==> src/rtl/tccw_pkg.sv <==
// shared constants, types and helpers for the text console character writer
// no dependencies
`default_nettype none

package tccw_pkg;

    localparam int COLUMNS = 80;
    localparam int ROWS    = 25;
    localparam int CELLS   = COLUMNS * ROWS;
    localparam int ADDR_W  = $clog2(CELLS);
    localparam int COL_W   = $clog2(COLUMNS);
    localparam int ROW_W   = $clog2(ROWS);
    localparam int CELL_W  = 16;

    localparam logic [CELL_W-1:0] RESET_CELL = 16'h0F20;

    localparam logic [7:0] CH_BS    = 8'h08;
    localparam logic [7:0] CH_TAB   = 8'h09;
    localparam logic [7:0] CH_LF    = 8'h0A;
    localparam logic [7:0] CH_CR    = 8'h0D;
    localparam logic [7:0] CH_SPACE = 8'h20;

    localparam int TAB_STEP = 8;

    typedef enum logic [1:0] {
        CMD_PUT   = 2'd0,
        CMD_CLEAR = 2'd1,
        CMD_READ  = 2'd2
    } t_cmd;

    typedef enum logic [0:0] {
        REG_FG = 1'b0,
        REG_BG = 1'b1
    } t_reg;

    typedef struct packed {
        logic [3:0] fg;
        logic [3:0] bg;
    } t_colours;

    typedef struct packed {
        logic              we;
        logic [ADDR_W-1:0] waddr;
        logic [CELL_W-1:0] wdata;
        logic [ADDR_W-1:0] raddr;
    } t_mem_req;

    // linear cell offset of a row and column
    function automatic logic [31:0] cell_index(input logic [7:0] row, input logic [7:0] col);
        cell_index = 32'(row) * 32'(COLUMNS) + 32'(col);
    endfunction

endpackage

`default_nettype wire

==> src/rtl/tccw_regs.sv <==
// colour registers behind the apb-style configuration port
// depends on tccw_pkg
`default_nettype none

module tccw_regs
    import tccw_pkg::*;
(
    input  wire logic        i_clk,
    input  wire logic        i_rst_n,
    input  wire logic        psel,
    input  wire logic        penable,
    input  wire logic        pwrite,
    input  wire logic        i_reg_sel,
    input  wire logic [31:0] pwdata,
    output logic      [31:0] prdata,
    output t_colours         o_colours
);

    logic [3:0] r_fg, n_fg;
    logic [3:0] r_bg, n_bg;

    always_comb begin
        n_fg = r_fg;
        n_bg = r_bg;
        if (psel && penable && pwrite) begin
            case (t_reg'(i_reg_sel))
                REG_FG:  n_fg = pwdata[3:0];
                REG_BG:  n_bg = pwdata[3:0];
                default: n_fg = r_fg;
            endcase
        end
    end

    always_ff @(posedge i_clk) begin
        if (!i_rst_n) begin
            r_fg <= 4'hF;
            r_bg <= 4'h0;
        end else begin
            r_fg <= n_fg;
            r_bg <= n_bg;
        end
    end

    assign prdata    = (t_reg'(i_reg_sel) == REG_BG) ? {28'd0, r_bg} : {28'd0, r_fg};
    assign o_colours = '{fg: r_fg, bg: r_bg};

endmodule

`default_nettype wire

==> config.mk <==
export PLATFORM = sky130hd
export DESIGN_NAME = tccw_regs
export DESIGN_NICKNAME = d
export VERILOG_FILES = /design/src/rtl/tccw_pkg.sv /design/src/rtl/tccw_regs.sv
export SDC_FILE = /design/constraint.sdc
export NUM_CORES = 1
export LEC_CHECK = 0
export BUFFER_PORTS_ARGS = -buffer_cell sky130_fd_sc_hd__buf_2
export CORE_MARGIN = 10
export CORE_UTILIZATION = 31
export CTS_CLUSTER_SIZE = 10
export DETAILED_ROUTE_END_ITERATION = 8
export PLACE_DENSITY = 0.79
export SKIP_CTS_REPAIR_TIMING = 1
export SLEW_MARGIN = 15
export SYNTH_ARGS = -nofsm -noshare
export SYNTH_HDL_FRONTEND = slang
export SYNTH_SLANG_ARGS = --single-unit
==> constraint.sdc <==
create_clock -name i_clk -period 0.8 [get_ports i_clk]
set_input_delay 0.04 -clock i_clk [delete_from_list [all_inputs] [get_ports i_clk]]
set_output_delay 0.04 -clock i_clk [all_outputs]
set_load 0.02 [all_outputs]
==> results.md, run 1 <==
Global route:
- The maximum number of pins on one net before global-route repair is 17.
- The met2 layer usage reported by global route is around a tenth.
- The number of antenna violations at the first check in global routing is 0.
- Global routing used around 8.2% of the available met3 tracks.
- The total global routing overflow is 0.
- The met1 layer usage reported by global route is under 10%.
- The layer carrying the most global-route usage is met2.
- The first global-routing pass estimated between 2 and 2.5 mm of wire.
- The via count of the first global-routing pass came to roughly 500.
- Global routing consumed, over all layers together, around 7.1% of the routing resources.

Die:
- The initial standard-cell utilization of the core is roughly a third.
- The die extent in x is 64.2 um.
- The area of the die is between 4000 and 5000 um2.
- a little under 80 I/O pins were placed.
- The total area inside the core boundary comes to roughly 1800 um2.
- The number of rows in the core area is 15.
- The floorplan die height is between 60 and 70 um.

Logic synthesis:
- The unique cell type count in the Yosys netlist is 11.
- The mapped netlist covers between 600 and 700 um2.
- Counting flops and latches in the post-synthesis netlist gives 8.
- The number of warnings issued by yosys is 0.
- In this run the mean area of a mapped cell was 8.76 um2.
- The synthesized instance count is between 60 and 70.
- The sequential-to-total area share from yosys stat is a little over a quarter.

Clock network:
- In this run, CTS created clock tree buffers numbering 3.
- Clock tree synthesis selected as its root buffer the cell clkbuf_4.
- The H-tree depth reported by CTS is 1.
- The clock tree from TritonCTS is yes.
- The clock net in this run drives a total of 8 sinks.
- Clock latency on the worst-skew pair, taken at its later pin, is roughly 250 ps.
- The clock passes through at most 2 buffers.
- Clock-pin slew was measured on the worst setup and hold paths at about 60 ps.

Place:
- The detailed-placement wirelength estimate is around 1.3 mm.
- The final weighted congestion of routability-driven global placement is ~0.72.
- The number of buffers added on ports is 21.
- OpenSTA, run right after detailed placement, puts the worst setup slack at -158 ps.
- The cell count after placement is between 100 and 150.

Route:
- The remaining design rule violation count is 0.
- The residual antenna-violating net count after detailed routing is 0.
- After the first detailed-routing iteration, the DRC count stood at 7.
- Dividing the detail-routed wire length by the instance count gives approximately 13 um.
- The total via count after detailed routing is approximately 480.
- The total wire length is between 1.5 and 2 mm.
- The average vias per placed instance is 3.98.
- The total iterations of the first detailed-routing run is 4.

Cells and area:
- The final layout net count is about 140.
- The layout cell share with drive strength beyond 1 is between 40% and 50%.
- The number of diodes added for antenna fixing is 0.
- The most frequent standard cell in the layout excluding fill and tap cells is conb_1.
- The area growth from synthesis to layout is 29.6%.
- Once layout is complete, the cells apart from fillers number 120.
- The top cell types in the final layout, fill and taps aside, are conb_1 (28), buf_6 (15), buf_2 (9).
- The fill cell total of the finished layout is about 190.
- The fraction of the core area covered by cells at the end of the flow is about 44%.

STA:
- Setup violations remaining at the end of the flow were counted as 9.
- The number of hold-slack violations in the final timing report is 0.
- The final setup slack of the worst path is -220 ps.
- The final max-slew violation count is 0.
- The post-route minimum period is 1020 ps.
- The final setup skew is 0 ps.
- Setup repair after global routing could not meet its margin everywhere.
- The highest clock rate is 980 MHz.
- The final critical path takes up 127% of the cycle.

Run status:
- The flow ran to the end, but the final reports show violations.
- The checks that failed: setup timing.

Power:
- The maximum vdd ir drop is around 0.8 mV.
- The total power density per cell area is between 1000 and 1500 nW/um2.
- The static leakage is 0.000402 uW.
- The switching component of the power is approximately 350 uW.
- Internal power comes to slightly below 700 uW.
- The part of the power in registers is about two fifths.
- The logic gate share of total power is 29.9%.
- Net switching is approximately 34% of the power.
- The fraction of power consumed by the clock network is approximately 30%.

Setup path:
- The classification of the worst setup path is reg2out.
- The worst setup path is launched from a register.
- The top fanout value on the critical path is 3.
- The endpoint type of the worst setup path is an output port.
- Data arrives at the worst endpoint at 980 ps.
- At the worst endpoint, the required time is 760 ps.
- The internal reg-to-reg setup slack is around 80 ps.

Run:
- The tool flagged a number of max-cap violations equal to 0.

Hold path:
- In this run the worst hold path is classified as in2reg.
power groups by stage:
stage	Clock [uW]	Sequential, uW	Combinational, uW
2_1_floorplan	0	433	292
3_3_place_gp	0	421	263
3_5_place_dp	0	422	266
4_1_cts	331	413	267
5_1_grt	356	417	339
6_report	311	416	310
sequential cells by signal, indices dropped and copies added, names as in the netlist:
signal  flops
r_bg        4
r_fg        4
cells by family (layout without fill, tap and decap cells):
kind of cell | Yosys count | after routing | synth area share (%)
DFF | 8 | 8 | 26.5
other | 1 | 28 | 0.621
muxes | 12 | 12 | 20.7
and+or+nand+nor | 18 | 18 | 15.9
buffers and inverters | 30 | 29 | 36.2
cell usage after synthesis:
cell type / number / area, um2
clkbuf_2: 1 / 5.00
dfxtp_1: 8 / 160
mux2i_1: 8 / 80.1
nor2b_1: 8 / 50.1
conb_1: 1 / 3.75
buf_4: 28 / 210
nand2_1: 8 / 30.0
and4b_1: 1 / 10.0
mux2_2: 4 / 45.0
clkbuf_1: 1 / 3.75
nand4_1: 1 / 6.26
path summary, 6_finish.rpt:
path / from / end / depth (start not counted)
worst max-delay path: r_bg[2]$_SDFFE_PN0P_ / prdata[2] / 2
worst min-delay path: pwdata[3] / r_bg[3]$_SDFFE_PN0P_ / 3
worst max register to register: r_fg[3]$_SDFFE_PN1P_ / r_fg[3]$_SDFFE_PN1P_ / 3
worst min register to register: r_bg[1]$_SDFFE_PN0P_ / r_bg[1]$_SDFFE_PN0P_ / 2
worst max-delay path: stages (launching register included):
cell	delay, ps
dfxtp_2	320
mux2_2	270
buf_6	130
stage by stage:
stage / hold slack (ps) / setup TNS (ps) / power [uW] / instance area [um2]
CTS: 34.5 / -1510 / 1010 / 676
floorplan: 179 / 0 / 725 / 706
detailed placement: 309 / -630 / 688 / 653
global placement: 305 / -363 / 684 / 653
finish: 36.4 / -1090 / 1040 / 783
global route: 45.0 / -1420 / 1110 / 783
metal layers:
| metal | wire [um] | share of wire [%] | vias to the layer above |
|---|---|---|---|
| met1 | 516 | 34 | 207 |
| met2 | 621 | 40 | 47 |
| li1 | - | - | 221 |
| met4 | 6 | 0.39 | 0 |
| met5 | 0 | 0 | - |
| met3 | 389 | 25 | 2 |
area by class of cell:
cell class | count | area (um2) | area share, %
Multi-Input combinational cell | 58 | 330 | 42.2
Timing Repair Buffer | 26 | 229 | 29.2
Sequential cell | 8 | 170 | 21.7
Tap cell | 25 | 31.3 | 3.99
Clock buffer | 3 | 22.5 | 2.88
(Power assumes the default switching activity.)
==> run 2: changes to the inputs <==
GPL_TIMING_DRIVEN = 0   (was not set)
==> run 2 against run 1 <==
Effect of this change:
- the flow still finishes with violations (setup timing)
- sequential power is essentially flat
- power up 14%
- count of clock-buffer cells in the layout unchanged
- global-route usage up 0.55 points
- register-to-register slack about the same
- via count up 19%
- clock skew stayed put
- critical endpoint unchanged
- non-clock buffer count is 31 higher
==> results.md, run 2 (synthesis gave the netlist of run 1 again) <==
Run status:
- Status: finished with violations (unchanged).
- Failing checks: setup timing (unchanged).

Clock network:
- The sink count of the clock tree is 8 (unchanged).
- The clock root buffer is clkbuf_4 (unchanged).
- The maximum clock insertion buffer count was 2 (unchanged).
- The clock-pin slew on the worst setup and hold paths is 60 ps (about the same).
- The number of buffers created by CTS is 3 (unchanged).
- The H-tree depth reported by CTS is 1 (unchanged).
- The clock tree from TritonCTS is yes (unchanged).
- The worst-skew pair later-pin latency is 260 ps (was 250 ps).

Cells and area:
- The post-route cell area is 1010 um2 (was 783 um2).
- The most frequent standard cell in the layout excluding fill and tap cells is buf_4 (was conb_1).
- Largest registers in the final layout: r_bg: 4 flops, r_fg: 4 flops (unchanged).
- The layout cell share with drive strength beyond 1 is 56.3% (was 43.2%).
- The growth of design area from synthesis to finish is 67.3% (was 29.6%).
- The final layout net count is 166 (was 135).
- Most frequent cells in the layout: buf_4 (32), conb_1 (28), buf_6 (13) (was conb_1 (28), buf_6 (15), buf_2 (9)).
- The fraction of the core area covered by cells at the end of the flow is 56.7% (was 43.9%).
- The number of diodes added for antenna fixing came to 0 (unchanged).

Route:
- The total iterations of the first detailed-routing run was 4 (unchanged).
- The average wire per cell in the routed design came to 12.6 um (was 12.8 um).
- The average vias per placed instance is 3.77 (was 3.98).
- The residual antenna-violating net count after detailed routing is 0 (unchanged).
- The total wire length is 1.90 mm (was 1.53 mm).
- The total via count after detailed routing is 570 (was 477).
- The number of violations reported at the end of detailed-routing iteration 0 is 9 (was 7).
- The remaining design rule violation count is 0 (unchanged).

Place:
- The cell area after placement came to 842 um2 (was 653 um2).
- The number of buffers added on ports was 21 (unchanged).
- The final weighted congestion of routability-driven global placement is 0.721 (was 0.719).

Die:
- The placeable core region is 1780 um2 (unchanged).
- The area of the die came to 4120 um2 (unchanged).
- The I/O pin count is 78 (unchanged).
- The floorplan die height is 64.2 um (unchanged).
- The initial standard-cell utilization of the core is 33.9% (unchanged).
- The number of rows in the core area is 15 (unchanged).
- The die extent in x is 64.2 um (unchanged).

STA:
- The post-route clock period utilization is 129% (was 127%).
- The total of endpoints with negative setup slack in the final report is 10 (was 9).
- The post-route minimum period came to 1040 ps (was 1020 ps).
- The final setup skew was 0 ps (unchanged).
- The highest clock rate is 966 MHz (was 980 MHz).
- The number of hold-slack violations in the final timing report is 0 (unchanged).
- The hold slack was 22.5 ps (was 36.4 ps).
- The final setup slack of the worst path is -235 ps (was -220 ps).
- RSZ-0062 raised after global routing: yes (unchanged).
- The final max-slew violation count is 0 (unchanged).

Run:
- The number of violations of the max-capacitance limit came to 0 (unchanged).

Global route:
- The maximum number of pins on one net before global-route repair is 11 (was 17).
- The wire length of the first global-routing pass is 2.61 mm (was 2.37 mm).
- The total global routing overflow came to 0 (unchanged).
- The overall fraction of global-route tracks in use came to 7.64% (was 7.09%).
- The via count of the first global-routing pass is 542 (was 503).
- The number of antenna violations at the first check in global routing is 0 (unchanged).

Setup path:
- The origin of the critical flop-to-flop path is r_fg[1]$_SDFFE_PN1P_ (was r_fg[3]$_SDFFE_PN1P_).
- The classification of the worst setup path was reg2out (unchanged).
- The internal reg-to-reg setup slack is 80 ps (about the same).
- The critical path data arrival time is 1000 ps (was 980 ps).
- The reg-to-reg critical path endpoint was r_fg[1]$_SDFFE_PN1P_ (was r_fg[3]$_SDFFE_PN1P_).
- The kind of start point of the critical path is a register (unchanged).
- The required time reported for the critical path endpoint came to 760 ps (about the same).
- The top fanout value on the critical path is 3 (unchanged).
- The endpoint type of the worst setup path is an output port (unchanged).
- The worst-case reg-to-reg path depth is 3 (unchanged).

Power:
- The total power density per cell area was 1170 nW/um2 (was 1320 nW/um2).
- The part of the power in registers came to 35.3% (was 40.1%).
- The internal portion of total power came to 782 uW (was 683 uW).
- The switching power share of the total is 33.6% (was 34.2%).
- The switching component of the power is 397 uW (was 355 uW).
- The maximum vdd ir drop was 1.08 mV (was 0.807 mV).
- The post-route total power is 1180 uW (was 1040 uW).
- The fraction of power consumed by the clock network is 27.8% (was 30.0%).
- The logic gate share of total power is 36.9% (was 29.9%).
- The static leakage is 0.000575 uW (was 0.000402 uW).

Hold path:
- The worst hold path stage count was 3 (unchanged).
- The classification of the worst-slack hold path is in2reg (unchanged).
- The endpoint of the worst hold-timing path is r_bg[2]$_SDFFE_PN0P_ (was r_bg[3]$_SDFFE_PN0P_).
- The startpoint of the lowest-slack hold path is pwdata[2] (was pwdata[3]).
run 2: cell types whose count changed in the layout (fill, tap and decap cells not counted), sizes merged:
| cell | delta |
|---|---|
| buf | +29 |
| clkbuf | +2 |
run 2: worst max path at each step:
stage | slack [ps] | from | cells past startpoint | endpoint
final | -240 | r_bg[2]$_SDFFE_PN0P_ | 2 | prdata[2]
after floorplan | 60 | r_bg[0]$_SDFFE_PN0P_ | 1 | prdata[0]
after global placement | -70 | i_reg_sel | 4 | r_fg[3]$_SDFFE_PN1P_
after CTS | -250 | r_bg[2]$_SDFFE_PN0P_ | 2 | prdata[2]
after detailed placement | -90 | i_reg_sel | 4 | r_fg[2]$_SDFFE_PN1P_
after global routing | -250 | r_bg[2]$_SDFFE_PN0P_ | 2 | prdata[2]
run 2: stage by stage:
| step | worst slack, ps | instances | TNS, ps |
|---|---|---|---|
| 6_report | -235 | 151 | -1230 |
| 5_1_grt | -251 | 151 | -1400 |
| 4_1_cts | -251 | 145 | -1290 |
| 3_5_place_dp | -89.3 | 142 | -318 |
| 3_3_place_gp | -71.3 | 142 | -272 |
| 2_1_floorplan | 61.3 | 96 | 0 |
run 2: cell type report:
cell class,instances,area [um2]
plain buffers,30,219
repair buffers,27,226
flip-flops and latches,8,170
fillers,162,772
well taps,25,31.3
multi-input cells,58,342
clock buffers,3,22.5
run 2: metal layers:
layer	vias to the layer above	share of wire, %	global-route usage, %
met5	-	0	0
met4	0	0.53	0
met3	2	19	7.32
met2	49	39	11.1
met1	240	42	8.51
li1	279	-	-
run 2: power by group through the flow:
stage,Sequential [uW],Clock [uW],Combinational (uW)
2_1_floorplan,433,0,292
3_3_place_gp,422,0,363
3_5_place_dp,423,0,366
4_1_cts,414,328,367
5_1_grt,417,340,468
6_report,417,327,435
run 2: critical path: stages, from the launching register on:
cell and delay [ps]:
dfxtp_2 340, mux2_4 260, buf_6 130
