### src/rtl/tccw_pkg.sv
// shared constants, types and helpers for the text console character writer
// no dependencies
`default_nettype none

package tccw_pkg;

    localparam int COLUMNS = 80;
    localparam int ROWS    = 25;
    localparam int CELLS   = COLUMNS * ROWS;
    localparam int ADDR_W  = $clog2(CELLS);
    localparam int COL_W   = $clog2(COLUMNS);
    localparam int ROW_W   = $clog2(ROWS);
    localparam int CELL_W  = 16;

    localparam logic [CELL_W-1:0] RESET_CELL = 16'h0F20;

    localparam logic [7:0] CH_BS    = 8'h08;
    localparam logic [7:0] CH_TAB   = 8'h09;
    localparam logic [7:0] CH_LF    = 8'h0A;
    localparam logic [7:0] CH_CR    = 8'h0D;
    localparam logic [7:0] CH_SPACE = 8'h20;

    localparam int TAB_STEP = 8;

    typedef enum logic [1:0] {
        CMD_PUT   = 2'd0,
        CMD_CLEAR = 2'd1,
        CMD_READ  = 2'd2
    } t_cmd;

    typedef enum logic [0:0] {
        REG_FG = 1'b0,
        REG_BG = 1'b1
    } t_reg;

    typedef struct packed {
        logic [3:0] fg;
        logic [3:0] bg;
    } t_colours;

    typedef struct packed {
        logic              we;
        logic [ADDR_W-1:0] waddr;
        logic [CELL_W-1:0] wdata;
        logic [ADDR_W-1:0] raddr;
    } t_mem_req;

    // linear cell offset of a row and column
    function automatic logic [31:0] cell_index(input logic [7:0] row, input logic [7:0] col);
        cell_index = 32'(row) * 32'(COLUMNS) + 32'(col);
    endfunction

endpackage

`default_nettype wire

### src/rtl/tccw_ctrl.sv
// command sequencer: cursor, writes and reads of the screen ram, scroll copy,
// blank fill and the output register; depends on tccw_pkg
`default_nettype none

module tccw_ctrl
    import tccw_pkg::*;
(
    input  wire logic              i_clk,
    input  wire logic              i_rst_n,
    input  wire t_colours          i_colours,
    input  wire logic              i_in_valid,
    output logic                   o_in_stall,
    input  wire logic [1:0]        i_cmd,
    input  wire logic [7:0]        i_char_code,
    input  wire logic [4:0]        i_read_row,
    input  wire logic [6:0]        i_read_column,
    output logic                   o_out_valid,
    input  wire logic              i_out_stall,
    output logic      [10:0]       o_cursor_index,
    output logic      [15:0]       o_cell_data,
    output logic                   o_scrolled,
    output t_mem_req               o_mem,
    input  wire logic [CELL_W-1:0] i_rdata
);

    typedef enum logic [4:0] {
        ST_IDLE = 5'b00001,
        ST_READ = 5'b00010,
        ST_MOVE = 5'b00100,
        ST_FILL = 5'b01000,
        ST_DONE = 5'b10000
    } t_state;

    t_state            r_state, n_state;
    logic [ADDR_W-1:0] r_addr, n_addr;
    logic              r_init, n_init;
    logic [COL_W-1:0]  r_col, n_col;
    logic [ROW_W-1:0]  r_row, n_row;
    logic              r_rd_ok, n_rd_ok;
    logic [15:0]       r_res_data, n_res_data;
    logic              r_res_scr, n_res_scr;
    logic              r_o_valid, n_o_valid;
    logic [10:0]       r_o_cursor, n_o_cursor;
    logic [15:0]       r_o_data, n_o_data;
    logic              r_o_scr, n_o_scr;

    logic [CELL_W-1:0] blank;
    logic              accept;
    logic              load_out;

    assign blank      = {i_colours.bg, i_colours.fg, CH_SPACE};
    assign o_in_stall = (r_state != ST_IDLE);
    assign accept     = i_in_valid && !o_in_stall;
    assign load_out   = (r_state == ST_DONE) && (!r_o_valid || !i_out_stall);

    always_comb begin
        logic [COL_W:0] nc;
        logic [ROW_W:0] nr;
        logic [31:0]    idx;

        n_state    = r_state;
        n_addr     = r_addr;
        n_init     = r_init;
        n_col      = r_col;
        n_row      = r_row;
        n_rd_ok    = r_rd_ok;
        n_res_data = r_res_data;
        n_res_scr  = r_res_scr;
        nc         = {1'b0, r_col};
        nr         = {1'b0, r_row};
        idx        = cell_index(8'(r_row), 8'(r_col));
        o_mem      = '{we: 1'b0, waddr: r_addr, wdata: blank, raddr: '0};

        case (r_state)
            ST_IDLE: begin
                if (accept) begin
                    n_res_data = '0;
                    n_res_scr  = 1'b0;
                    case (t_cmd'(i_cmd))
                        CMD_PUT: begin
                            if (i_char_code == CH_BS) begin
                                if (r_col != '0) begin
                                    nc = nc - 1'b1;
                                end
                            end else if (i_char_code == CH_TAB) begin
                                nc = (nc + (COL_W+1)'(TAB_STEP)) & ~(COL_W+1)'(TAB_STEP - 1);
                            end else if (i_char_code == CH_CR) begin
                                nc = '0;
                            end else if (i_char_code == CH_LF) begin
                                nc = '0;
                                nr = nr + 1'b1;
                            end else if (i_char_code >= CH_SPACE) begin
                                o_mem.we    = 1'b1;
                                o_mem.waddr = idx[ADDR_W-1:0];
                                o_mem.wdata = {i_colours.bg, i_colours.fg, i_char_code};
                                nc = nc + 1'b1;
                            end
                            if (nc >= (COL_W+1)'(COLUMNS)) begin
                                nc = '0;
                                nr = nr + 1'b1;
                            end
                            n_col = nc[COL_W-1:0];
                            if (nr >= (ROW_W+1)'(ROWS)) begin
                                n_row     = ROW_W'(ROWS - 1);
                                n_res_scr = 1'b1;
                                n_addr    = '0;
                                n_state   = ST_MOVE;
                            end else begin
                                n_row   = nr[ROW_W-1:0];
                                n_state = ST_DONE;
                            end
                        end
                        CMD_CLEAR: begin
                            n_col   = '0;
                            n_row   = '0;
                            n_addr  = '0;
                            n_state = ST_FILL;
                        end
                        CMD_READ: begin
                            n_rd_ok = ({3'd0, i_read_row} < 8'(ROWS))
                                   && ({1'b0, i_read_column} < 8'(COLUMNS));
                            idx = cell_index({3'd0, i_read_row}, {1'b0, i_read_column});
                            if (n_rd_ok) begin
                                o_mem.raddr = idx[ADDR_W-1:0];
                            end
                            n_state = ST_READ;
                        end
                        default: begin
                            n_state = ST_DONE;
                        end
                    endcase
                end
            end
            ST_READ: begin
                n_res_data = r_rd_ok ? i_rdata : '0;
                n_state    = ST_DONE;
            end
            ST_MOVE: begin
                // read one row ahead, write back what came out of the last read
                if (r_addr < ADDR_W'(CELLS - COLUMNS)) begin
                    o_mem.raddr = r_addr + ADDR_W'(COLUMNS);
                end
                if (r_addr != '0) begin
                    o_mem.we    = 1'b1;
                    o_mem.waddr = r_addr - 1'b1;
                    o_mem.wdata = i_rdata;
                end
                if (r_addr == ADDR_W'(CELLS - COLUMNS)) begin
                    n_state = ST_FILL;
                end else begin
                    n_addr = r_addr + 1'b1;
                end
            end
            ST_FILL: begin
                o_mem.we    = 1'b1;
                o_mem.waddr = r_addr;
                o_mem.wdata = r_init ? RESET_CELL : blank;
                if (r_addr == ADDR_W'(CELLS - 1)) begin
                    n_init  = 1'b0;
                    n_state = r_init ? ST_IDLE : ST_DONE;
                end else begin
                    n_addr = r_addr + 1'b1;
                end
            end
            ST_DONE: begin
                if (load_out) begin
                    n_state = ST_IDLE;
                end
            end
            default: begin
                n_state = ST_IDLE;
            end
        endcase
    end

    always_comb begin
        logic [31:0] cur;
        cur        = cell_index(8'(r_row), 8'(r_col));
        n_o_valid  = r_o_valid && i_out_stall;
        n_o_cursor = r_o_cursor;
        n_o_data   = r_o_data;
        n_o_scr    = r_o_scr;
        if (load_out) begin
            n_o_valid  = 1'b1;
            n_o_cursor = cur[10:0];
            n_o_data   = r_res_data;
            n_o_scr    = r_res_scr;
        end
    end

    always_ff @(posedge i_clk) begin
        if (!i_rst_n) begin
            r_state   <= ST_FILL;
            r_addr    <= '0;
            r_init    <= 1'b1;
            r_col     <= '0;
            r_row     <= '0;
            r_o_valid <= 1'b0;
        end else begin
            r_state   <= n_state;
            r_addr    <= n_addr;
            r_init    <= n_init;
            r_col     <= n_col;
            r_row     <= n_row;
            r_o_valid <= n_o_valid;
        end
    end

    always_ff @(posedge i_clk) begin
        r_rd_ok    <= n_rd_ok;
        r_res_data <= n_res_data;
        r_res_scr  <= n_res_scr;
        r_o_cursor <= n_o_cursor;
        r_o_data   <= n_o_data;
        r_o_scr    <= n_o_scr;
    end

    assign o_out_valid    = r_o_valid;
    assign o_cursor_index = r_o_cursor;
    assign o_cell_data    = r_o_data;
    assign o_scrolled     = r_o_scr;

    // cursor stays on the screen between transactions
    a_cursor_bound: assert property (@(posedge i_clk) disable iff (!i_rst_n)
        (r_state == ST_IDLE) |-> (r_col < COL_W'(COLUMNS)) && ({1'b0, r_row} < (ROW_W+1)'(ROWS)))
        else $error("cursor off screen");

    // no transaction is taken during the power-up clearing pass
    a_no_accept_init: assert property (@(posedge i_clk) disable iff (!i_rst_n)
        r_init |-> !accept)
        else $error("input accepted during clearing pass");

    // a finished result waits while the output register is still held
    a_done_hold: assert property (@(posedge i_clk) disable iff (!i_rst_n)
        (r_state == ST_DONE) && r_o_valid && i_out_stall |=> (r_state == ST_DONE))
        else $error("result lost while output stalled");

    // a scroll copy always ends in the bottom row fill
    a_move_to_fill: assert property (@(posedge i_clk) disable iff (!i_rst_n)
        (r_state == ST_MOVE) && (r_addr == ADDR_W'(CELLS - COLUMNS)) |=>
        (r_state == ST_FILL) && (r_addr == ADDR_W'(CELLS - COLUMNS)))
        else $error("scroll did not hand over to fill");

endmodule

`default_nettype wire

### config.mk
export PLATFORM = sky130hd
export DESIGN_NAME = tccw_ctrl
export DESIGN_NICKNAME = d
export VERILOG_FILES = /design/src/rtl/tccw_pkg.sv /design/src/rtl/tccw_ctrl.sv
export SDC_FILE = /design/constraint.sdc
export NUM_CORES = 1
export LEC_CHECK = 0
export BUFFER_PORTS_ARGS = -buffer_cell sky130_fd_sc_hd__clkbuf_2
export CORE_MARGIN = 5
export CORE_UTILIZATION = 40
export CTS_CLUSTER_DIAMETER = 200
export CTS_CLUSTER_SIZE = 30
export DETAILED_ROUTE_END_ITERATION = 6
export GPL_TIMING_DRIVEN = 0
export SLEW_MARGIN = 5
export SYNTH_ARGS = -nofsm -noshare
export SYNTH_HDL_FRONTEND = slang
export SYNTH_SLANG_ARGS = --single-unit
### constraint.sdc
create_clock -name i_clk -period 3.8 [get_ports i_clk]
set_input_delay 0.38 -clock i_clk [delete_from_list [all_inputs] [get_ports i_clk]]
set_output_delay 0.38 -clock i_clk [all_outputs]
set_load 0.01 [all_outputs]
==> out/summary.txt, run 1 <==
Remaining global-route overflow - 0
Min Tclk post-route - 3.596 ns
H-tree levels - 3
Die H - 127.1 µm
CTS tree - done
Final weighted congestion in routability-driven placement - 0.8480
Total CTS buffers - 9
WP buf/inv - 4
Initial antenna violation count - 0
Slack of the critical path - 0.2039 ns
Sw Ratio - 0.2969
Max Fclk - 278.1 MHz
Count of cell types in the netlist - 69
Reg power frac - 0.400
Max Cap Viol - 0
Share of cells above drive strength 1 - 0.2176
Hold Buf Count CTS - 0
Reg-to-Reg Start - r_col[0]
Top FF cell, synth - edfxtp_1
Worst reg2reg setup slack - 0.46 ns
Total Die Area - 16150 µm²
Antenna diodes - 0
Hold Crit Depth - 2
Slew HR - 0.4812
Global-route wire length before repair - 24430 µm
CTS Buffer Depth - 2
Slowest stage delay, CP - 0.39 ns
Largest net degree at the start of global routing - 27
Comb power frac - 0.208
Setup-failing EPs final - 0
CP max-delay cell - or3_1
Cell family with most CP delay - simple AND/OR/NAND/NOR gates
Final Max Slew Viols - 0
Crit end category - primary output
Fillers - 1333
Core ar. - 13350 µm²
Cells after Synth - 615
P&R area growth vs syn - 21.38%
Drt wl/cell - 16.51 µm
Largest fanout on the critical path - 10
Initial Util - 0.4108
Hold Startpoint - i_rdata[9]
Static leakage - 0.002778 µW
Root Driver - clkbuf_16
ANT nets after route - 0
Clk_skew - 0.006695 ns
Via density - 5.530
GRT Util Overall - 0.1859
Vias in the first global route - 4913
Mapped Area - 5483 µm²
DR vias - 5115
Measured slew at the worst slew-check pin - 0.7711 ns
Remaining routing DRC violations - 0
Ys async rst share - 0
Total setup buffers inserted after CTS - 0
Critical Path AT - 3.22 ns
P_int - 1602 µW
Clk_lat worst skew - 0.34 ns
Syn nets - 702
Drt pass-1 iters - 4
Sequential fraction of the synthesis area - 0.3615
Io pins - 119
Post-DP HPWL - 12140 µm
Psw - 676.5 µW
Clk pwr share - 0.392
Clk slew on worst S/H paths - 0.06 ns
Yosys reg bits - 76
Unrepaired setup endpoints after global routing - false
Hold EP - r_res_data[9]
Critical-path cell list - clkbuf_1, inv_1, ha_1, nand2b_1, or3_1, nor4_2, nor2b_4, nand2b_1, clkbuf_2, nor2_1, a221o_1, clkbuf_2
Startpoint types - flop
DRT Wirelength - 15270 µm
Crit path kind - flop to primary output
Crit Reg-Reg Endpoint - r_addr[4]
Post-cts gate resize count - 1
Post-synth EDFFs - 46
Required @ worst endpoint - 3.42 ns
Final Util - 0.4986
Die width - 127.1 µm
Worst slack, placed - -0.06932 ns
Fin. Hold Viols - 0
Fin crit share - 0.9463
Pwr dens - 342.3 nW/µm²
1st-iter DRT viols - 300
Num Clock Sinks - 76
Buffers on Ports - 117
Site Rows - 42
Worst hold-check path type - input port to flop
Layout Nets - 831
Synth warn - 0
Maximum VDD drop - 0.0002484 V
Average cell area after synthesis - 8.915 µm²
R2R cell count - 12
Status - finished, final reports clean
## sequential cells by signal (all words and copies together), names as in the netlist
name,flops
r_init,1
o_cell_data,16
r_col,7
o_out_valid,1
r_res_data,16
r_state,5
r_addr,11
r_res_scr,1
r_row,5
o_cursor_index,11
r_rd_ok,1
o_scrolled,1
## through the flow
step / setup TNS (ns) / std cells / hold WS (ns) / area, µm² / total power, µW
global placement: -0.01670 / 908 / 0.4013 / 6289 / 1372
CTS: 0 / 925 / 0.3141 / 6634 / 2282
detailed placement: -0.3793 / 909 / 0.4045 / 6320 / 1382
global route: 0 / 925 / 0.3238 / 6655 / 2395
finish: 0 / 925 / 0.3229 / 6655 / 2278
floorplan: 0 / 615 / 0.4003 / 5483 / 1224
## cell type report
type / instances / area (µm²) / area share
buffer: 34 / 140.1 / 0.02106
clock buffer: 9 / 225.2 / 0.03384
clock inverter: 7 / 87.58 / 0.01316
inverter: 22 / 82.58 / 0.01241
multi-input combinational: 483 / 3312 / 0.4977
sequential: 76 / 1982 / 0.2978
tap: 176 / 220.2 / 0.03309
timing repair buffer: 118 / 605.6 / 0.09099
## power groups by stage
stage	registers [µW]	clock network [µW]	logic, µW
detailed placement	929	0	454
global route	915	952	528
CTS	911	915	456
global placement	927	0	444
finish	911	892	475
floorplan	919	0	305
## layout by cell type, fill, tap and decap left out, types with 4 or more instances in the layout
cell type	count
a211oi_1	4
a21boi_0	8
a21o_1	7
a21oi_1	27
a221o_1	5
a22o_1	9
a31oi_1	12
a41oi_1	5
and2_1	25
and3_1	10
clkbuf_1	27
clkbuf_16	9
clkbuf_2	118
dfxtp_1	30
edfxtp_1	46
fa_1	4
ha_1	33
inv_1	22
mux2i_1	4
nand2_1	75
nand2b_1	17
nand3_1	23
nand3b_1	4
nand4_1	5
nor2_1	34
nor2b_1	13
nor3_1	11
nor3b_1	5
o21ai_0	27
o22ai_1	9
o31ai_1	6
or3_1	5
xnor2_1	18
xor2_1	15
## how the worst max path moves through the flow
| stage | startpoint | to | slack (ns) | cells past startpoint |
|---|---|---|---|---|
| floorplan | i_char_code[0] | r_addr[8] | 0.60 | 15 |
| global placement | i_char_code[6] | r_addr[8] | -0.01 | 16 |
| detailed placement | i_char_code[6] | r_addr[4] | -0.07 | 16 |
| CTS | r_addr[4] | o_mem[21] | 0.02 | 12 |
| global route | i_char_code[6] | r_addr[10] | 0.02 | 16 |
| finish | r_addr[4] | o_mem[27] | 0.20 | 12 |
## kinds of logic (layout without fill, tap and decap cells)
logic type | after synthesis | after routing | share of synthesized area
muxes | 6 | 6 | 0.01141
DFF | 76 | 76 | 0.3615
adders and majority gates | 37 | 37 | 0.08991
and+or+nand+nor | 254 | 254 | 0.2412
xor gates and xnor gates | 33 | 33 | 0.05272
buffers and inverters | 56 | 190 | 0.04039
AOI/OAI and AO/OA | 153 | 153 | 0.2029
## synthesized netlist by cell type, drive strengths merged, types with 18 or more instances
library cell	n	area [µm²]
a21oi	28	140.1
and2	26	165.2
clkbuf	28	105.1
dfxtp	30	600.6
edfxtp	46	1381
ha	33	412.9
inv	22	82.58
nand2	75	281.5
nand3	23	115.1
nor2	36	135.1
o21ai	28	140.1
xnor2	18	157.7
## metal layers
| metal | share of wire | wire length, µm | track usage |
|---|---|---|---|
| met2 | 0.45 | 6922 | 0.2995 |
| met5 | 0 | 0 | 0 |
| met4 | 0.015 | 228 | 0.06498 |
| met3 | 0.068 | 1039 | 0.03840 |
| met1 | 0.46 | 7082 | 0.2487 |
No activity file was read; power rests on OpenSTA's default activity.
==> inputs of run 2 (changes only) <==
PLACE_DENSITY = 0.71   (was not set)
==> run 2 against run 1 <==
Effect of this change: combinational power fell by 1%; largest power group unchanged; sequential share of layout area about the same; largest cell class unchanged; critical endpoint unchanged; critical path type unchanged; flip-flop and latch count is the same.
==> out/summary.txt, run 2 (synthesis gave the netlist of run 1 again) <==
GRT Util Overall - 0.1848
Crit path kind - flop to primary output
Crit end category - primary output
Hold Buf Count CTS - 0
Vias in the first global route - 4836
Root Driver - clkbuf_16
Unrepaired setup endpoints after global routing - true
CTS Buffer Depth - 2
CTS tree - done
Clk pwr share - 0.380
Sw Ratio - 0.3103
Global-route wire length before repair - 24030 µm
Most common cell after layout, fill and taps aside - clkbuf_2
H-tree levels - 3
P&R area growth vs syn - 21.22%
Clk_lat worst skew - 0.35 ns
Comb power frac - 0.211
ANT nets after route - 0
Static leakage - 0.002771 µW
Die H - 127.1 µm
Min Tclk post-route - 3.613 ns
Measured slew at the worst slew-check pin - 0.8577 ns
Startpoint types - flop
Layout Nets - 832
Commonest cells after routing, fill and taps aside - clkbuf_2 (117), nand2_1 (75), edfxtp_1 (46)
Site Rows - 42
DR vias - 5045
DRT Wirelength - 15080 µm
Initial antenna violation count - 0
Fin crit share - 0.9508
Post-route cell area - 6646 µm²
Final Util - 0.4979
Drt pass-1 iters - 5
Maximum VDD drop - 0.0002570 V
P_int - 1535 µW
Final weighted congestion in routability-driven placement - 0.9041
Max Fclk - 276.8 MHz
Worst slack, placed - -0.03533 ns
Clk_skew - 0.007645 ns
Clk slew on worst S/H paths - 0.07 ns
Largest fanout on the critical path - 10
Buffers on Ports - 117
Core ar. - 13350 µm²
Reg-to-Reg Start - r_col[0]
Setup-failing EPs final - 0
Largest net degree at the start of global routing - 25
Max Cap Viol - 0
Slew HR - 0.4229
Remaining routing DRC violations - 0
Total Die Area - 16150 µm²
Io pins - 119
Hold Startpoint - i_rdata[6]
Reg power frac - 0.410
Die width - 127.1 µm
Num Clock Sinks - 76
Psw - 690.8 µW
Remaining global-route overflow - 0
Required @ worst endpoint - 3.42 ns
Final hold slack - 0.3304 ns
Pwr dens - 334.9 nW/µm²
Crit path from - r_addr[4]
Status - finished, final reports clean
1st-iter DRT viols - 364
Drt wl/cell - 16.29 µm
Fin. Hold Viols - 0
Worst hold-check path type - input port to flop
Total CTS buffers - 9
Share of cells above drive strength 1 - 0.2187
Multi-input gate area - 3306 µm²
Initial Util - 0.4108
Slack of the critical path - 0.1868 ns
Critical Path AT - 3.23 ns
Total power - 2226 µW
Final Max Slew Viols - 0
Fillers - 1313
Post-DP HPWL - 11840 µm
Storage cell area - 1982 µm²
Via density - 5.448
Antenna diodes - 0
DP Area - 6320 µm²
run 2: stage by stage:
stage               instances  setup TNS [ns]
finish                    926               0
CTS                       925               0
floorplan                 615               0
global route              926        -0.04232
global placement          908        -0.04725
detailed placement        909         -0.1135
run 2: layout make-up:
| cell class | count | share of cell area |
|---|---|---|
| Multi-Input combinational cell | 483 | 0.4974 |
| Sequential cell | 76 | 0.2982 |
| Timing Repair Buffer | 119 | 0.09413 |
| Clock buffer | 9 | 0.03389 |
| Tap cell | 176 | 0.03313 |
| Buffer | 34 | 0.02108 |
| Inverter | 22 | 0.01242 |
| Clock inverter | 7 | 0.009789 |
run 2: worst paths after layout:
kind / cells after the start / endpoint / slack, ns
worst max-delay path: 12 / o_mem[27] / 0.19
worst min-delay path: 2 / r_res_data[6] / 0.33
worst max register to register: 14 / r_addr[8] / 0.44
worst min register to register: 0 / o_cell_data[11] / 0.42
run 2: metal layers:
metal / global-route usage / wire length [µm]
met5: 0 / 0
met4: 0.05678 / 190
met3: 0.04090 / 1088
met2: 0.2933 / 6752
met1: 0.2527 / 7050
run 2: timing repair:
action                                  CTS  global route
gates resized for setup                   1             5
buffers inserted                          0             1
pin swaps                                 0             1
endpoints found under the setup margin    1            23
run 2: worst max-delay path, stage by stage (launching register included):
cell and delay [ns]:
dfxtp_1 0.33, clkbuf_1 0.22, inv_1 0.10, ha_1 0.18, nand2b_1 0.08, or3_1 0.37, nor4_1 0.27, nor2b_2 0.33
nand2b_1 0.22, buf_2 0.28, nor2_1 0.06, a221o_1 0.28, clkbuf_2 0.16
run 2: power groups by stage:
stage / registers (µW) / clock network (µW) / logic [µW]
after floorplan: 919 / 0 / 305
after global placement: 928 / 0 / 447
after detailed placement: 928 / 0 / 451
after CTS: 910 / 865 / 454
after global routing: 913 / 895 / 524
final: 912 / 845 / 469
==> inputs of run 3 (changes only) <==
--- a/config.mk
+++ b/config.mk
@@ -8,10 +8,10 @@
 export BUFFER_PORTS_ARGS = -buffer_cell sky130_fd_sc_hd__clkbuf_2
 export CORE_MARGIN = 5
-export CORE_UTILIZATION = 40
+export CORE_UTILIZATION = 56
 export CTS_CLUSTER_DIAMETER = 200
 export CTS_CLUSTER_SIZE = 30
 export DETAILED_ROUTE_END_ITERATION = 6
 export GPL_TIMING_DRIVEN = 0
-export PLACE_DENSITY = 0.71
+export PLACE_DENSITY = 0.91
 export SLEW_MARGIN = 5
 export SYNTH_ARGS = -nofsm -noshare
==> constraint.sdc (replaced) <==
create_clock -name i_clk -period 3.8 [get_ports i_clk]
set_input_delay 0.38 -clock i_clk [delete_from_list [all_inputs] [get_ports i_clk]]
set_output_delay 0.38 -clock i_clk [all_outputs]
set_load 0.02 [all_outputs]
==> run 3 against run 2 <==
Effect of this change: critical path depth down 4; via count is 6.5% higher; critical path type unchanged; critical endpoint is now o_mem[12]; global-route usage rose by 8.0 points; highest routed layer unchanged; sequential power about the same; core utilization is 18 points higher.
==> out/summary.txt, run 3 (synthesis gave the netlist of run 1 again) <==
Status - finished, final reports clean
Startpoint types - flop
Drt wl/cell - 17.95 µm
CP max-delay cell - or4b_2
Most common cell after layout, fill and taps aside - clkbuf_2
Unrepaired setup endpoints after global routing - true
Max Fclk - 273.0 MHz
Layout Nets - 832
Sw Ratio - 0.3472
GRT Util Overall - 0.2645
Maximum VDD drop - 0.0002158 V
Crit path from - r_state[3]
Total CTS buffers - 9
Slew HR - 0.4521
Io pins - 119
Max Cap Viol - 0
Die H - 108.9 µm
Reg power frac - 0.445
Levels on crit path - 8
Final weighted congestion in routability-driven placement - 0.9029
Hold Startpoint - i_rdata[10]
Commonest cells after routing, fill and taps aside - clkbuf_2 (118), nand2_1 (75), edfxtp_1 (46)
Comb power frac - 0.252
Psw - 710.4 µW
Pwr dens - 313.9 nW/µm²
Reg-to-Reg Start - r_col[0]
Critical-path cell list - or2_2, or4b_2, clkbuf_1, nor2_2, clkbuf_1, nand2_1, o21ai_0, clkbuf_2
Static leakage - 0.002736 µW
Vias in the first global route - 5155
DR vias - 5372
H-tree levels - 3
Measured slew at the worst slew-check pin - 0.8144 ns
Slack of the critical path - 0.1367 ns
Total Die Area - 11870 µm²
Critical Path AT - 3.28 ns
Clk_lat worst skew - 0.37 ns
Cell family with most CP delay - simple AND/OR/NAND/NOR gates
Initial antenna violation count - 0
Clk_skew - 0.01065 ns
Core ar. - 9639 µm²
Remaining routing DRC violations - 0
DRT Wirelength - 15850 µm
CTS Buffer Depth - 2
Via density - 6.084
Worst Setup EP - o_mem[12]
Min Tclk post-route - 3.663 ns
Crit path kind - flop to primary output
Crit Reg-Reg Endpoint - r_addr[6]
Global-route wire length before repair - 25040 µm
Crit end category - primary output
Die width - 108.9 µm
Post-DP HPWL - 12360 µm
Fin. Hold Viols - 0
Critical Path Most Common Cell - clkbuf_1
Site Rows - 36
Slowest stage delay, CP - 0.62 ns
Buffers on Ports - 117
Worst slack, placed - -0.1616 ns
R2R cell count - 14
Remaining global-route overflow - 0
Setup-failing EPs final - 0
1st-iter DRT viols - 579
Final Util - 0.6761
Num Clock Sinks - 76
P&R area growth vs syn - 18.87%
Clk slew on worst S/H paths - 0.10 ns
Final Max Slew Viols - 0
Antenna diodes - 0
Clk pwr share - 0.303
Drt pass-1 iters - 6
Fin crit share - 0.9640
Share of cells above drive strength 1 - 0.2227
Sum Neg Setup Slack - 0 ns
Largest fanout on the critical path - 10
Worst reg2reg setup slack - 0.37 ns
Root Driver - clkbuf_8
Worst hold-check path type - input port to flop
Required @ worst endpoint - 3.42 ns
WP buf/inv - 3
Total power - 2046 µW
Initial Util - 0.5688
CTS tree - done
Largest net degree at the start of global routing - 25
ANT nets after route - 0
P_int - 1336 µW
## run 3: changes by cell type in the layout (fill, tap and decap cells not counted), sizes merged
cell and change:
inv -1, clkinv +1
## run 3: final cells by class
type | count | area (µm²)
timing repair buffer | 119 | 633.1
fill | 759 | 3122
clock buffer | 9 | 123.9
sequential | 76 | 1983
clock inverter | 7 | 65.06
multi-input combinational | 483 | 3322
tap | 133 | 166.4
buffer | 34 | 141.4
inverter | 22 | 82.58
## run 3: power by group through the flow
stage	sequential (µW)	clock [µW]	combinational, µW
5_1_grt	913	659	556
3_3_place_gp	926	0	457
4_1_cts	908	619	483
6_report	910	621	516
2_1_floorplan	919	0	329
3_5_place_dp	928	0	478
## run 3: routing by layer
metal	GRT usage	wire, µm	up-vias
met5	0	0	-
met4	0.06583	306	0
met3	0.05269	1574	44
met2	0.4675	7526	301
li1	-	-	2520
met1	0.3303	6444	2507
## run 3: how the worst min path moves through the flow
stage                      endpoint  cells after the start
floorplan            o_cell_data[0]                      0
global placement     o_cell_data[9]                      0
detailed placement  o_cell_data[10]                      0
CTS                  r_res_data[10]                      2
global route         r_res_data[10]                      2
finish               r_res_data[10]                      2
## run 3: stage by stage
stage,hold slack [ns],std cells,cell area (µm²)
3_5_place_dp,0.4056,866,6274
3_3_place_gp,0.4005,865,6235
6_report,0.3065,883,6518
2_1_floorplan,0.4003,615,5483
4_1_cts,0.3067,882,6464
5_1_grt,0.3053,883,6518
## run 3: what timing repair did
item | 4_1_cts | 5_1_grt
setup endpoints to repair | 2 | 33
setup buffers | 0 | 1
hold buffers | 0 | 0
pin swaps | 0 | 1
gates resized for setup | 1 | 11
